**src/hdl/tlbl_pkg.sv**
```systemverilog
// ----------------------------------------------------------------------------
// tlbl_pkg
// shared widths, operation codes and item types of the set associative tlb
// ----------------------------------------------------------------------------
`default_nettype none

package tlbl_pkg;

   localparam int VA_W         = 48;
   localparam int PA_W         = 48;
   localparam int FRAME_W      = 36;
   localparam int OP_W         = 2;
   localparam int RANK_FIELD_W = 3;

   // set count is a power of two
   localparam int DEF_SET_COUNT        = 16;
   localparam int DEF_NUM_WAYS         = 4;
   localparam int DEF_PAGE_OFFSET_BITS = 12;

   localparam int QUEUE_DEPTH = 2;

   localparam logic [OP_W-1:0] OP_CLEAR     = 2'd0;
   localparam logic [OP_W-1:0] OP_PEEK      = 2'd1;
   localparam logic [OP_W-1:0] OP_TRANSLATE = 2'd2;
   localparam logic [OP_W-1:0] OP_NONE      = 2'd3;

   typedef struct packed {
      logic [OP_W-1:0]    operation;
      logic [VA_W-1:0]    virtual_address;
      logic [FRAME_W-1:0] walk_frame;
      logic               walk_fault;
   } req_type;

   typedef struct packed {
      logic [PA_W-1:0]         physical_address;
      logic                    hit;
      logic                    fault;
      logic [RANK_FIELD_W-1:0] lru_rank;
   } rsp_type;

   // decoded item handed from the front to the back
   typedef struct packed {
      logic [OP_W-1:0]    kind;
      logic [VA_W-1:0]    vpn;
      logic [VA_W-1:0]    offset;
      logic [FRAME_W-1:0] walk_frame;
      logic               walk_fault;
   } cmd_type;

endpackage

`default_nettype wire

```
**src/hdl/tlbl_front.sv**
```systemverilog
// ----------------------------------------------------------------------------
// tlbl_front
// accepts request items, splits the virtual address and queues decoded items
// ----------------------------------------------------------------------------
`default_nettype none

module tlbl_front #(
   parameter int PAGE_OFFSET_BITS = tlbl_pkg::DEF_PAGE_OFFSET_BITS
) (
   input  wire               clock,
   input  wire               reset,
   input  wire               push,
   output logic              full,
   input  tlbl_pkg::req_type req_item,
   output logic              cmd_valid,
   output tlbl_pkg::cmd_type cmd_item,
   input  wire               cmd_pop
);
   import tlbl_pkg::*;

   localparam int QPTR_W = (QUEUE_DEPTH > 1) ? $clog2(QUEUE_DEPTH) : 1;
   localparam int QCNT_W = $clog2(QUEUE_DEPTH + 1);
   localparam logic [QPTR_W-1:0] PTR_LAST = QPTR_W'(QUEUE_DEPTH - 1);
   localparam logic [QCNT_W-1:0] CNT_FULL = QCNT_W'(QUEUE_DEPTH);

   cmd_type             q_ff [QUEUE_DEPTH];
   logic [QPTR_W-1:0]   wr_ptr_ff, wr_ptr_in;
   logic [QPTR_W-1:0]   rd_ptr_ff, rd_ptr_in;
   logic [QCNT_W-1:0]   count_ff, count_in;
   cmd_type             decoded;
   logic                accept;
   logic                take;
   logic [VA_W-1:0]     off_mask;

   // split the address into page number and offset
   always_comb begin
      off_mask           = (VA_W'(1) << PAGE_OFFSET_BITS) - VA_W'(1);
      decoded.kind       = req_item.operation;
      decoded.vpn        = req_item.virtual_address >> PAGE_OFFSET_BITS;
      decoded.offset     = req_item.virtual_address & off_mask;
      decoded.walk_frame = req_item.walk_frame;
      decoded.walk_fault = req_item.walk_fault;
   end

   assign full      = (count_ff == CNT_FULL);
   assign accept    = push && !full;
   assign cmd_valid = (count_ff != '0);
   assign take      = cmd_pop && cmd_valid;
   assign cmd_item  = q_ff[rd_ptr_ff];

   always_comb begin
      wr_ptr_in = wr_ptr_ff;
      rd_ptr_in = rd_ptr_ff;
      count_in  = count_ff;
      if (accept) begin
         wr_ptr_in = (wr_ptr_ff == PTR_LAST) ? '0 : wr_ptr_ff + QPTR_W'(1);
      end
      if (take) begin
         rd_ptr_in = (rd_ptr_ff == PTR_LAST) ? '0 : rd_ptr_ff + QPTR_W'(1);
      end
      if (accept && !take) begin
         count_in = count_ff + QCNT_W'(1);
      end else if (take && !accept) begin
         count_in = count_ff - QCNT_W'(1);
      end
   end

   always_ff @(posedge clock) begin
      if (reset) begin
         wr_ptr_ff <= '0;
         rd_ptr_ff <= '0;
         count_ff  <= '0;
      end else begin
         wr_ptr_ff <= wr_ptr_in;
         rd_ptr_ff <= rd_ptr_in;
         count_ff  <= count_in;
      end
   end

   always_ff @(posedge clock) begin
      if (accept) begin
         q_ff[wr_ptr_ff] <= decoded;
      end
   end

endmodule

`default_nettype wire

```
**config.mk**
```make
export PLATFORM = sky130hd
export DESIGN_NAME = tlbl_front
export DESIGN_NICKNAME = d
export VERILOG_FILES = /design/src/hdl/tlbl_pkg.sv /design/src/hdl/tlbl_front.sv
export SDC_FILE = /design/constraint.sdc
export NUM_CORES = 1
export LEC_CHECK = 0
export ABC_AREA = 1
export BUFFER_PORTS_ARGS = -buffer_cell sky130_fd_sc_hd__buf_2
export CAP_MARGIN = 20
export CORE_UTILIZATION = 49
export CTS_CLUSTER_SIZE = 30
export DETAILED_ROUTE_END_ITERATION = 16
export HOLD_SLACK_MARGIN = 0.12
export PLACE_DENSITY = 0.83
export SLEW_MARGIN = 10
export SYNTH_ARGS = -nofsm -noshare
export SYNTH_HDL_FRONTEND = slang
export SYNTH_SLANG_ARGS = --single-unit
```
**constraint.sdc**
```tcl
create_clock -name clock -period 10.4 [get_ports clock]
set_clock_uncertainty 0.2 [all_clocks]
set_input_delay 2.08 -clock clock [delete_from_list [all_inputs] [get_ports clock]]
set_output_delay 2.08 -clock clock [all_outputs]
set_load 0.1 [all_outputs]
```
==> results.py <==
metrics = {
    "detailed_routing": {
        "drt_iter0_drc": 230,
        "viasPerCell": 4.73,
        "wl_per_cell_um": 15.8,
        "dr_total_vias": 3511,
        "drt_pass1_iterations": 4,
        "drt-total-wl_um": 11700,
        "drc": 0,
        "ant_nets": 0,
    },
    "placed_design": {
        "placedCellCount": 708,
        "gp_congestion": 0.698,
        "portBuffers": 179,
        "place_hpwl_um": 7870,
        "placed_area_um2": 7900,
    },
    "power": {
        "p_leak_nw": 3.36,
        "ir_drop_v": 0.000184,
        "power_switching_w": 0.00129,
        "p_total_w": 0.00279,
        "power_frac_comb_pct": 43.0,
        "p_int_w": 0.00151,
        "swShare_pct": 46.1,
        "p_per_area_nw_per_um2": 327,
        "seq_power_share_pct": 34.2,
        "power_frac_clock_pct": 22.8,
    },
    "yosys": {
        "syn_area_um2": 7000,
        "seq_area_frac_synth_pct": 76.0,
        "yosysTopAreaCell": "edfxtp_1",
        "synth.avg_cell_area_um2": 19.6,
        "syn_inst": 357,
        "yosys_register_bits": 179,
        "synth_area_leaders": "edfxtp_1 (75%), mux2_2 (9.2%), mux2_4 (6.4%)",
        "yosysWarningCount": 0,
        "yosys.area.top_type_share_pct": 74.6,
        "yosys.cell_types.count": 16,
    },
    "worst_setup_path": {
        "arrival_ns": 2.55,
        "worstSetupEndpointType": "output port",
        "worst_ep_required_time_ns": 8.12,
        "start_kind": "flip-flop",
        "cp_max_fo": 45,
        "critPathKind": "reg -> out",
    },
    "die": {
        "io_pins": 228,
        "initial_utilization_pct": 50.3,
        "die_x_um": 122,
        "rows": 43,
        "fp.dieH_um": 122,
        "core_area_um2": 13900,
        "dieArea_um2": 14800,
    },
    "timing": {
        "slew_headroom_pct": 43.9,
        "final_max_slew_viol_count": 0,
        "tns_ns": 0,
        "fin_crit_ns": 4.83,
        "hold_violations": 0,
        "finalSetupViolCount": 0,
        "worst-slew-pin-transition_ns": 0.833,
        "timing.fmax_mhz": 207,
        "period_share_pct": 46.4,
        "rsz0062_at_grt": "false",
    },
    "job": {
        "maxCapViolations": 0,
    },
    "grt": {
        "grt_pass1_wl_um": 17300,
        "antenna_found_initial": 1,
        "grt_pass1_vias": 3557,
        "grt.overflow.total": 0,
        "grt_max_degree": 88,
        "grt_use_total_pct": 16.1,
    },
    "cts": {
        "clk_latency_ns": 0.42,
        "ctsResizeCount": 0,
        "clockBufferDepth": 2,
        "cts_buffers": 17,
        "path_clk_slew_ns": 0.06,
        "cts_setup_buffers": 0,
        "hold_buffers": 0,
        "h-tree-depth": 4,
        "cts_tree": "yes",
        "clockRootBuffer": "clkbuf_16",
        "cts.sinks": 179,
    },
    "finish": {
        "mostFrequentLayoutCells": "buf_2 (179), edfxtp_1 (174), mux2_2 (57), conb_1 (48), mux2_4 (30)",
        "multiInputGateArea_um2": 1400,
        "seq_area_um2": 5330,
        "fillers": 1006,
        "finalInstanceArea_um2": 8540,
        "finalNonFillerCells": 743,
        "layout_commonest_cell": "buf_2",
        "drive_above_1_share_pct": 53.6,
        "area_growth_pct": 22.0,
        "num-nets-final": 641,
    },
    "min_path": {
        "hold_path.class": "reg -> reg",
    },
    "run_status": {
        "status": "completed",
    },
}
[registers in the layout, summed over array words and instances (netlist names), named ones only]
register / cells
q_ff: 174
wr_ptr_ff: 1
rd_ptr_ff: 1
count_ff: 2
[layer usage]
| metal | part of all wire, % | vias to the layer above | global-route usage [%] |
|---|---|---|---|
| met5 | 0 | - | 0 |
| met4 | 1.6 | 0 | 7.48 |
| met3 | 9.2 | 16 | 7.16 |
| met2 | 52 | 157 | 27.2 |
| met1 | 37 | 1698 | 17.2 |
| li1 | - | 1640 | - |
[synthesized netlist by cell type]
cell        n
buf_6       5
ha_1        1
dfxtp_1     5
o21ai_0     3
nand3_1     2
buf_4      48
nor2_1      8
mux2_4     30
buf_2       5
a21oi_1     2
edfxtp_1  174
nand2_1     7
nand4_1     1
mux2_2     57
conb_1      1
inv_1       8
[metrics by stage]
stage | hold slack (ns) | utilization [%] | worst slack, ns
finish | 0.317 | 61.3 | 5.57
global route | 0.341 | 61.3 | 5.41
CTS | 0.321 | 61.0 | 5.51
detailed placement | 0.294 | 56.7 | 5.95
global placement | 0.281 | 56.7 | 5.98
floorplan | 0.265 | - | 3.81
[logic make-up after synthesis]
| group | after synthesis | share of synthesized area, % |
|---|---|---|
| AND/OR/NAND/NOR | 18 | 1.04 |
| other | 1 | 0.0535 |
| adder cells (fa/ha/maj) | 1 | 0.179 |
| AO/OA/AOI/OAI | 5 | 0.357 |
| buffers and inverters | 66 | 6.74 |
| flip-flops | 179 | 76.0 |
| multiplexers | 87 | 15.6 |
[critical path, stage by stage, from the launching register on]
cell and delay [ns]:
dfxtp_4 0.73, buf_4 0.64, mux2_4 0.27, buf_2 0.42
[power by group through the flow]
stage | logic [W] | clock network (W) | registers (W)
2_1_floorplan | 0.00109 | 0 | 0.000957
3_3_place_gp | 0.00118 | 0 | 0.000967
3_5_place_dp | 0.00120 | 0 | 0.000975
4_1_cts | 0.00120 | 0.000650 | 0.000960
5_1_grt | 0.00124 | 0.000678 | 0.000965
6_report | 0.00120 | 0.000638 | 0.000955
[area by class of cell]
type,count,area share (%)
clock buffers,20,5.11
multi-input cells,159,16.4
clock inverters,12,1.83
well taps,180,2.64
repair buffers,184,11.3
inverters,8,0.351
flip-flops and latches,179,62.4
diodes,1,0.0293
[worst paths after layout]
path              slack (ns)  depth (start not counted)           end         from
setup reg to reg        8.15                          4   q_ff[1][82]  count_ff[0]
hold reg to reg         0.32                          2     flip-flop    rd_ptr_ff
hold / removal          0.32                          2     flip-flop    rd_ptr_ff
setup / recovery        5.57                          3  cmd_item[98]    flip-flop
Note: power is estimated with default switching activity, not from simulation.
