**src/hdl/tlbl_pkg.sv**
```systemverilog
// ----------------------------------------------------------------------------
// tlbl_pkg
// shared widths, operation codes and item types of the set associative tlb
// ----------------------------------------------------------------------------
`default_nettype none

package tlbl_pkg;

   localparam int VA_W         = 48;
   localparam int PA_W         = 48;
   localparam int FRAME_W      = 36;
   localparam int OP_W         = 2;
   localparam int RANK_FIELD_W = 3;

   // set count is a power of two
   localparam int DEF_SET_COUNT        = 16;
   localparam int DEF_NUM_WAYS         = 4;
   localparam int DEF_PAGE_OFFSET_BITS = 12;

   localparam int QUEUE_DEPTH = 2;

   localparam logic [OP_W-1:0] OP_CLEAR     = 2'd0;
   localparam logic [OP_W-1:0] OP_PEEK      = 2'd1;
   localparam logic [OP_W-1:0] OP_TRANSLATE = 2'd2;
   localparam logic [OP_W-1:0] OP_NONE      = 2'd3;

   typedef struct packed {
      logic [OP_W-1:0]    operation;
      logic [VA_W-1:0]    virtual_address;
      logic [FRAME_W-1:0] walk_frame;
      logic               walk_fault;
   } req_type;

   typedef struct packed {
      logic [PA_W-1:0]         physical_address;
      logic                    hit;
      logic                    fault;
      logic [RANK_FIELD_W-1:0] lru_rank;
   } rsp_type;

   // decoded item handed from the front to the back
   typedef struct packed {
      logic [OP_W-1:0]    kind;
      logic [VA_W-1:0]    vpn;
      logic [VA_W-1:0]    offset;
      logic [FRAME_W-1:0] walk_frame;
      logic               walk_fault;
   } cmd_type;

endpackage

`default_nettype wire

```
**src/hdl/tlbl_back.sv**
```systemverilog
// ----------------------------------------------------------------------------
// tlbl_back
// set table with lru ranks: reads a set row, compares all ways, updates the
// row and holds the result item until it is popped
// ----------------------------------------------------------------------------
`default_nettype none

module tlbl_back #(
   parameter int SET_COUNT        = tlbl_pkg::DEF_SET_COUNT,
   parameter int NUM_WAYS         = tlbl_pkg::DEF_NUM_WAYS,
   parameter int PAGE_OFFSET_BITS = tlbl_pkg::DEF_PAGE_OFFSET_BITS
) (
   input  wire               clock,
   input  wire               reset,
   input  wire               cmd_valid,
   input  tlbl_pkg::cmd_type cmd_item,
   output logic              cmd_pop,
   output logic              empty,
   input  wire               pop,
   output tlbl_pkg::rsp_type rsp_item
);
   import tlbl_pkg::*;

   localparam int SET_SHIFT = $clog2(SET_COUNT);
   localparam int SET_W     = (SET_SHIFT > 0) ? SET_SHIFT : 1;
   localparam int TAG_W     = VA_W - PAGE_OFFSET_BITS - SET_SHIFT;
   localparam int WAY_W     = $clog2(NUM_WAYS);
   localparam int RANK_W    = WAY_W;
   localparam logic [RANK_W-1:0] RANK_MAX   = RANK_W'(NUM_WAYS - 1);
   localparam logic [RANK_W:0]   LIMIT_FILL = (RANK_W + 1)'(NUM_WAYS);

   localparam logic ST_IDLE = 1'b0;
   localparam logic ST_EXEC = 1'b1;

   logic [NUM_WAYS-1:0][TAG_W-1:0]   tag_mem   [SET_COUNT];
   logic [NUM_WAYS-1:0][FRAME_W-1:0] frame_mem [SET_COUNT];
   logic [NUM_WAYS-1:0][RANK_W-1:0]  rank_mem  [SET_COUNT];

   logic [NUM_WAYS-1:0][TAG_W-1:0]   tag_rd_ff,   tag_row_in;
   logic [NUM_WAYS-1:0][FRAME_W-1:0] frame_rd_ff, frame_row_in;
   logic [NUM_WAYS-1:0][RANK_W-1:0]  rank_rd_ff,  rank_row_in;

   logic [SET_COUNT-1:0][NUM_WAYS-1:0] valid_ff, valid_in;
   logic                              state_ff, state_in;
   logic                              rsp_valid_ff, rsp_valid_in;
   rsp_type                           rsp_ff, rsp_in;
   cmd_type                           cmd_ff;

   logic                              take;
   logic                              commit;
   logic                              wr_en;
   logic [SET_W-1:0]                  rd_set;
   logic [SET_W-1:0]                  cur_set;
   logic [TAG_W-1:0]                  cur_tag;
   logic [PAGE_OFFSET_BITS-1:0]       cur_off;
   logic [NUM_WAYS-1:0]               valid_row;
   logic [NUM_WAYS-1:0]               match;
   logic [NUM_WAYS-1:0][RANK_W-1:0]   rank_cur;
   logic                              hit_found;
   logic                              free_found;
   logic [WAY_W-1:0]                  hit_way;
   logic [WAY_W-1:0]                  free_way;
   logic [WAY_W-1:0]                  old_way;
   logic [RANK_W-1:0]                 old_rank;
   logic [WAY_W-1:0]                  victim;
   logic [WAY_W-1:0]                  target;
   logic [RANK_W:0]                   limit;
   logic                              is_xlate;
   logic                              do_touch;
   logic                              do_fill;

   // set is the low page number bits
   function automatic logic [SET_W-1:0] set_of(input logic [VA_W-1:0] vpn);
      set_of = (SET_SHIFT > 0) ? SET_W'(vpn) : '0;
   endfunction

   assign take    = (state_ff == ST_IDLE) && cmd_valid;
   assign cmd_pop = take;
   assign commit  = (state_ff == ST_EXEC) && (!rsp_valid_ff || pop);
   assign rd_set  = set_of(cmd_item.vpn);

   assign cur_set   = set_of(cmd_ff.vpn);
   assign cur_tag   = TAG_W'(cmd_ff.vpn >> SET_SHIFT);
   assign cur_off   = cmd_ff.offset[PAGE_OFFSET_BITS-1:0];
   assign valid_row = valid_ff[cur_set];

   // way compare and victim search
   always_comb begin
      hit_way  = '0;
      free_way = '0;
      old_way  = '0;
      old_rank = '0;
      for (int w = 0; w < NUM_WAYS; w++) begin
         rank_cur[w] = valid_row[w] ? rank_rd_ff[w] : '0;
         match[w]    = valid_row[w] && (tag_rd_ff[w] == cur_tag);
      end
      for (int w = NUM_WAYS - 1; w >= 0; w--) begin
         if (match[w]) begin
            hit_way = WAY_W'(w);
         end
         if (!valid_row[w]) begin
            free_way = WAY_W'(w);
         end
      end
      for (int w = 0; w < NUM_WAYS; w++) begin
         if (rank_cur[w] > old_rank) begin
            old_rank = rank_cur[w];
            old_way  = WAY_W'(w);
         end
      end
      hit_found  = |match;
      free_found = ~&valid_row;
      victim     = free_found ? free_way : old_way;
   end

   assign is_xlate = (cmd_ff.kind == OP_TRANSLATE);
   assign do_touch = is_xlate && hit_found;
   assign do_fill  = is_xlate && !hit_found && !cmd_ff.walk_fault;
   assign target   = hit_found ? hit_way : victim;
   assign limit    = hit_found ? {1'b0, rank_cur[hit_way]} : LIMIT_FILL;
   assign wr_en    = commit && (do_touch || do_fill);

   // row update
   always_comb begin
      tag_row_in   = tag_rd_ff;
      frame_row_in = frame_rd_ff;
      for (int k = 0; k < NUM_WAYS; k++) begin
         if (WAY_W'(k) == target) begin
            rank_row_in[k] = '0;
         end else if (valid_row[k] && ({1'b0, rank_cur[k]} < limit) &&
                      (rank_cur[k] < RANK_MAX)) begin
            rank_row_in[k] = rank_cur[k] + RANK_W'(1);
         end else begin
            rank_row_in[k] = rank_rd_ff[k];
         end
      end
      if (do_fill) begin
         tag_row_in[victim]   = cur_tag;
         frame_row_in[victim] = cmd_ff.walk_frame;
      end
   end

   // result item
   always_comb begin
      rsp_in = '0;
      case (cmd_ff.kind)
         OP_PEEK: begin
            if (hit_found) begin
               rsp_in.lru_rank = RANK_FIELD_W'({1'b0, rank_cur[hit_way]} +
                                               (RANK_W + 1)'(1));
            end
         end
         OP_TRANSLATE: begin
            if (hit_found) begin
               rsp_in.hit              = 1'b1;
               rsp_in.physical_address = PA_W'({frame_rd_ff[hit_way], cur_off});
            end else if (cmd_ff.walk_fault) begin
               rsp_in.fault = 1'b1;
            end else begin
               rsp_in.physical_address = PA_W'({cmd_ff.walk_frame, cur_off});
            end
         end
         default: begin
            rsp_in = '0;
         end
      endcase
   end

   // control next state
   always_comb begin
      state_in     = state_ff;
      rsp_valid_in = rsp_valid_ff;
      valid_in     = valid_ff;
      if (pop && rsp_valid_ff) begin
         rsp_valid_in = 1'b0;
      end
      if (take) begin
         state_in = ST_EXEC;
      end
      if (commit) begin
         state_in     = ST_IDLE;
         rsp_valid_in = 1'b1;
         if (cmd_ff.kind == OP_CLEAR) begin
            valid_in = '0;
         end else if (do_fill) begin
            valid_in[cur_set][victim] = 1'b1;
         end
      end
   end

   always_ff @(posedge clock) begin
      if (reset) begin
         state_ff     <= ST_IDLE;
         rsp_valid_ff <= 1'b0;
         valid_ff     <= '0;
      end else begin
         state_ff     <= state_in;
         rsp_valid_ff <= rsp_valid_in;
         valid_ff     <= valid_in;
      end
   end

   always_ff @(posedge clock) begin
      if (take) begin
         cmd_ff      <= cmd_item;
         tag_rd_ff   <= tag_mem[rd_set];
         frame_rd_ff <= frame_mem[rd_set];
         rank_rd_ff  <= rank_mem[rd_set];
      end
      if (wr_en) begin
         tag_mem[cur_set]   <= tag_row_in;
         frame_mem[cur_set] <= frame_row_in;
         rank_mem[cur_set]  <= rank_row_in;
      end
      if (commit) begin
         rsp_ff <= rsp_in;
      end
   end

   assign empty    = !rsp_valid_ff;
   assign rsp_item = rsp_ff;

endmodule

`default_nettype wire

```
**config.mk**
```make
export PLATFORM = sky130hd
export DESIGN_NAME = tlbl_back
export DESIGN_NICKNAME = d
export VERILOG_FILES = /design/src/hdl/tlbl_pkg.sv /design/src/hdl/tlbl_back.sv
export SDC_FILE = /design/constraint.sdc
export NUM_CORES = 2
export LEC_CHECK = 0
export BUFFER_PORTS_ARGS = -buffer_cell sky130_fd_sc_hd__buf_2
export CAP_MARGIN = 0
export CELL_PAD_IN_SITES_DETAIL_PLACEMENT = 1
export CELL_PAD_IN_SITES_GLOBAL_PLACEMENT = 1
export CORE_MARGIN = 2
export CORE_UTILIZATION = 40
export DETAILED_ROUTE_END_ITERATION = 16
export GPL_ROUTABILITY_DRIVEN = 0
export GPL_TIMING_DRIVEN = 1
export PLACE_DENSITY = 0.62
export REMOVE_ABC_BUFFERS = 1
export SYNTH_ARGS = -nofsm -noshare
export SYNTH_HDL_FRONTEND = slang
export SYNTH_MEMORY_MAX_BITS = 65536
export SYNTH_SLANG_ARGS = --single-unit
```
**constraint.sdc**
```tcl
create_clock -name clock -period 57.5 [get_ports clock]
set_clock_uncertainty 0.15 [all_clocks]
set_input_delay 11.5 -clock clock [delete_from_list [all_inputs] [get_ports clock]]
set_output_delay 11.5 -clock clock [all_outputs]
set_load 0.05 [all_outputs]
```
==> flow_summary.json <==
{
  "synth_edf_count": 4900,
  "nFillCells": 42100,
  "grt_pass1_vias": 92500,
  "ctsHtreeMaxLevel": 6,
  "drive_above_1_share_pct": 32.5,
  "rsz0062_at_grt": "false",
  "crit_fanout": 8,
  "netlist_area_um2": 190000,
  "layout.nets": 8375,
  "cp_slowest_cell": "buf_2",
  "cts_sinks": 4966,
  "io_pins": 194,
  "die_y_um": 693,
  "start_util_pct": 40.1,
  "synthArstFlopShare_pct": 0,
  "multi_input_area_um2": 40100,
  "tightest_slew_ns": 1.18,
  "cts_setup_buffers": 0,
  "setup_tns_ns": 0,
  "cts_buffer_depth": 4,
  "path_cells": "buf_2 > nor2b_4 > buf_2",
  "slowest_delay_ns": 0.38,
  "cp_common_cell": "buf_2",
  "post-route-min-period_ns": 23.93,
  "cts_resized": 0,
  "core_area_um2": 474000,
  "ant_nets": 0,
  "area_growth_pct": 13.3,
  "grt_max_degree": 115,
  "grt_overflow": 0,
  "vias": 85500,
  "power_density_nw_per_um2": 35.7,
  "regArea_um2": 148000,
  "syn_inst": 7774,
  "cts_inserted_buffers": 520,
  "wl_per_cell_um": 31.8,
  "fp-row-count": 253,
  "endpoint_kind": "primary output",
  "hold_path.class": "flip-flop to flip-flop",
  "arrival_ns": 12.28,
  "required_ns": 45.85,
  "antenna_found_initial": 19,
  "path_clk_slew_ns": 0.05,
  "final_hold_viol_count": 0,
  "first_pass_iters": 5,
  "max_freq_mhz": 41.8,
  "hpwl_um": 231000,
  "track_usage_pct": 19.6,
  "die_area_um2": 481000,
  "synth_area_per_cell_um2": 24.5,
  "grt_pass1_wl_um": 681000,
  "criticalPathCategory": "input pin to primary output",
  "maxCapViolCount": 0,
  "vdd.ir_drop.worst_uv": 36.0,
  "yosysSeqAreaShare_pct": 78.1,
  "leakage_nw": 66.6,
  "ys_seq_elements": 4966,
  "fp.dieW_um": 693,
  "drc": 0,
  "io_buffers": 145,
  "slew_violations": 0,
  "viasPerCell": 5.75,
  "clk_latency_ns": 1.04,
  "status": "complete, no violations",
  "setup_violations": 0,
  "cts_tree": "done",
  "synth-warning-count": 0,
  "post-route-period-util_pct": 41.6,
  "synth_top_flop_cell": "edfxtp_1",
  "cts_root_buf": "clkbuf_16",
  "cp-start-kind": "input pin",
  "relSlewSlack_pct": 18.9,
  "drtIter0Drc": 8905,
  "hold_slack_ns": 0.317,
  "hold_buffers": 0,
  "wirelength_um": 473000,
  "synthDistinctLibCells": 65
}
[flip-flops by register name (all words and copies together) (netlist names)]
name and cells:
rank_rd_ff 8, rsp_valid_ff 1, state_ff 1, frame_rd_ff 144
tag_rd_ff 128, frame_mem 2304, rank_mem 128, tag_mem 2048
rsp_item 53, valid_ff 64, cmd_ff 87
[cell families (layout without fill, tap and decap cells)]
group / Yosys count / count (layout) / share of synthesized area, %
flip-flops: 4966 / 4966 / 78.1
other: 0 / 2 / 0
XOR/XNOR: 131 / 131 / 0.603
buffers and inverters: 439 / 1276 / 0.958
AND/OR/NAND/NOR: 293 / 293 / 0.819
adder cells (fa/ha/maj): 15 / 15 / 0.0987
multiplexers: 1729 / 1729 / 18.7
AO/OA/AOI/OAI: 201 / 201 / 0.741
[stage by stage]
| stage | setup WS, ns | utilization (%) | area, µm² | std cells | total power [mW] |
|---|---|---|---|---|---|
| after detailed placement | 33.46 | 42.0 | 199000 | 13900 | 4.49 |
| after global routing | 33.49 | 45.4 | 215000 | 14900 | 7.91 |
| final | 33.57 | 45.4 | 215000 | 14900 | 7.68 |
| after floorplan | 17.97 | - | 188000 | 7349 | 4.34 |
| after global placement | 33.47 | 42.0 | 199000 | 13900 | 4.47 |
| after CTS | 33.47 | 45.4 | 215000 | 14900 | 7.77 |
[synthesized netlist by cell type, types with 27 or more instances]
cell      number  share of area [%]
nand2_1       31              0.061
xnor2_1       99               0.46
nor4_1        27              0.089
buf_1        117               0.23
clkbuf_1     255               0.50
nand4_1       28              0.092
dfxtp_1       66               0.69
xor2_1        32               0.15
mux4_2      1423                 17
a22o_1        36               0.17
a21oi_1       82               0.22
mux2i_1       32               0.17
mux2_2       231                1.4
nor2_1       107               0.21
edfxtp_1    4900                 77
buf_2         33              0.087
nor2b_1       34               0.11
a211oi_1      28               0.11
[worst max-delay path, delay by kind of cell]
kind	cells	cell delay [ns]
and+or+nand+nor	1	0.29
buffers and inverters	2	0.47
[cells in the final DEF, fill, tap and decap left out, drive strengths merged, types with 3 or more instances in the layout]
cell type,netlist,final
o21ai,6,6
xnor2,99,99
nor2,109,109
o21a,3,3
buf,170,350
nor2b,34,34
nand3,4,4
bufinv,0,37
nor4,28,28
clkinv,0,192
clkinvlp,0,14
o22ai,3,3
dfxtp,66,66
edfxtp,4900,4900
o221ai,3,3
and4,3,3
and2,21,21
a211oi,30,30
nand2,35,35
nand4,30,30
mux2i,32,32
inv,14,43
clkbuf,255,640
nand2b,12,12
mux4,1424,1424
and3,4,4
xor2,32,32
ha,15,15
a41oi,16,16
nor3,6,6
mux2,273,273
a22o,36,36
o211ai,4,4
a21oi,84,84
[power by group]
group,switching [mW],internal [mW],total (mW)
logic,0.206,0.133,0.339
registers,0.0213,4.04,4.07
clock network,1.39,1.89,3.28
total,1.61,6.07,7.68
[layout make-up]
cell class | instances | area share (%)
tap | 6247 | 3.63
clock buffer | 640 | 6.49
timing repair buffer | 350 | 1.24
clock inverter | 272 | 1.12
sequential | 4966 | 68.9
multi-input combinational | 2369 | 18.6
inverter | 14 | 0.0256
antenna | 2 | 0.00232
[routing by layer]
layer / vias to the layer above / GRT usage (%) / routed length (µm)
met3: 669 / 3.09 / 29500
met1: 47500 / 27.6 / 200000
met2: 2877 / 32.0 / 231000
li1: 34400 / - / -
met4: 2 / 5.02 / 11800
met5: - / 0 / 13
[worst paths after layout]
kind / from / depth (start not counted) / slack, ns / end
max: cmd_valid / 3 / 33.57 / cmd_pop
min: valid_ff[24]$_SDFFE_PP0P_ / 2 / 0.32 / valid_ff[24]$_SDFFE_PP0P_
max reg2reg: cmd_ff[108]$_DFFE_PP_ / 14 / 47.97 / frame_mem[15][15]$_DFFE_PP_
min reg2reg: valid_ff[24]$_SDFFE_PP0P_ / 2 / 0.32 / valid_ff[24]$_SDFFE_PP0P_
Note: power is estimated with default switching activity, not from simulation.
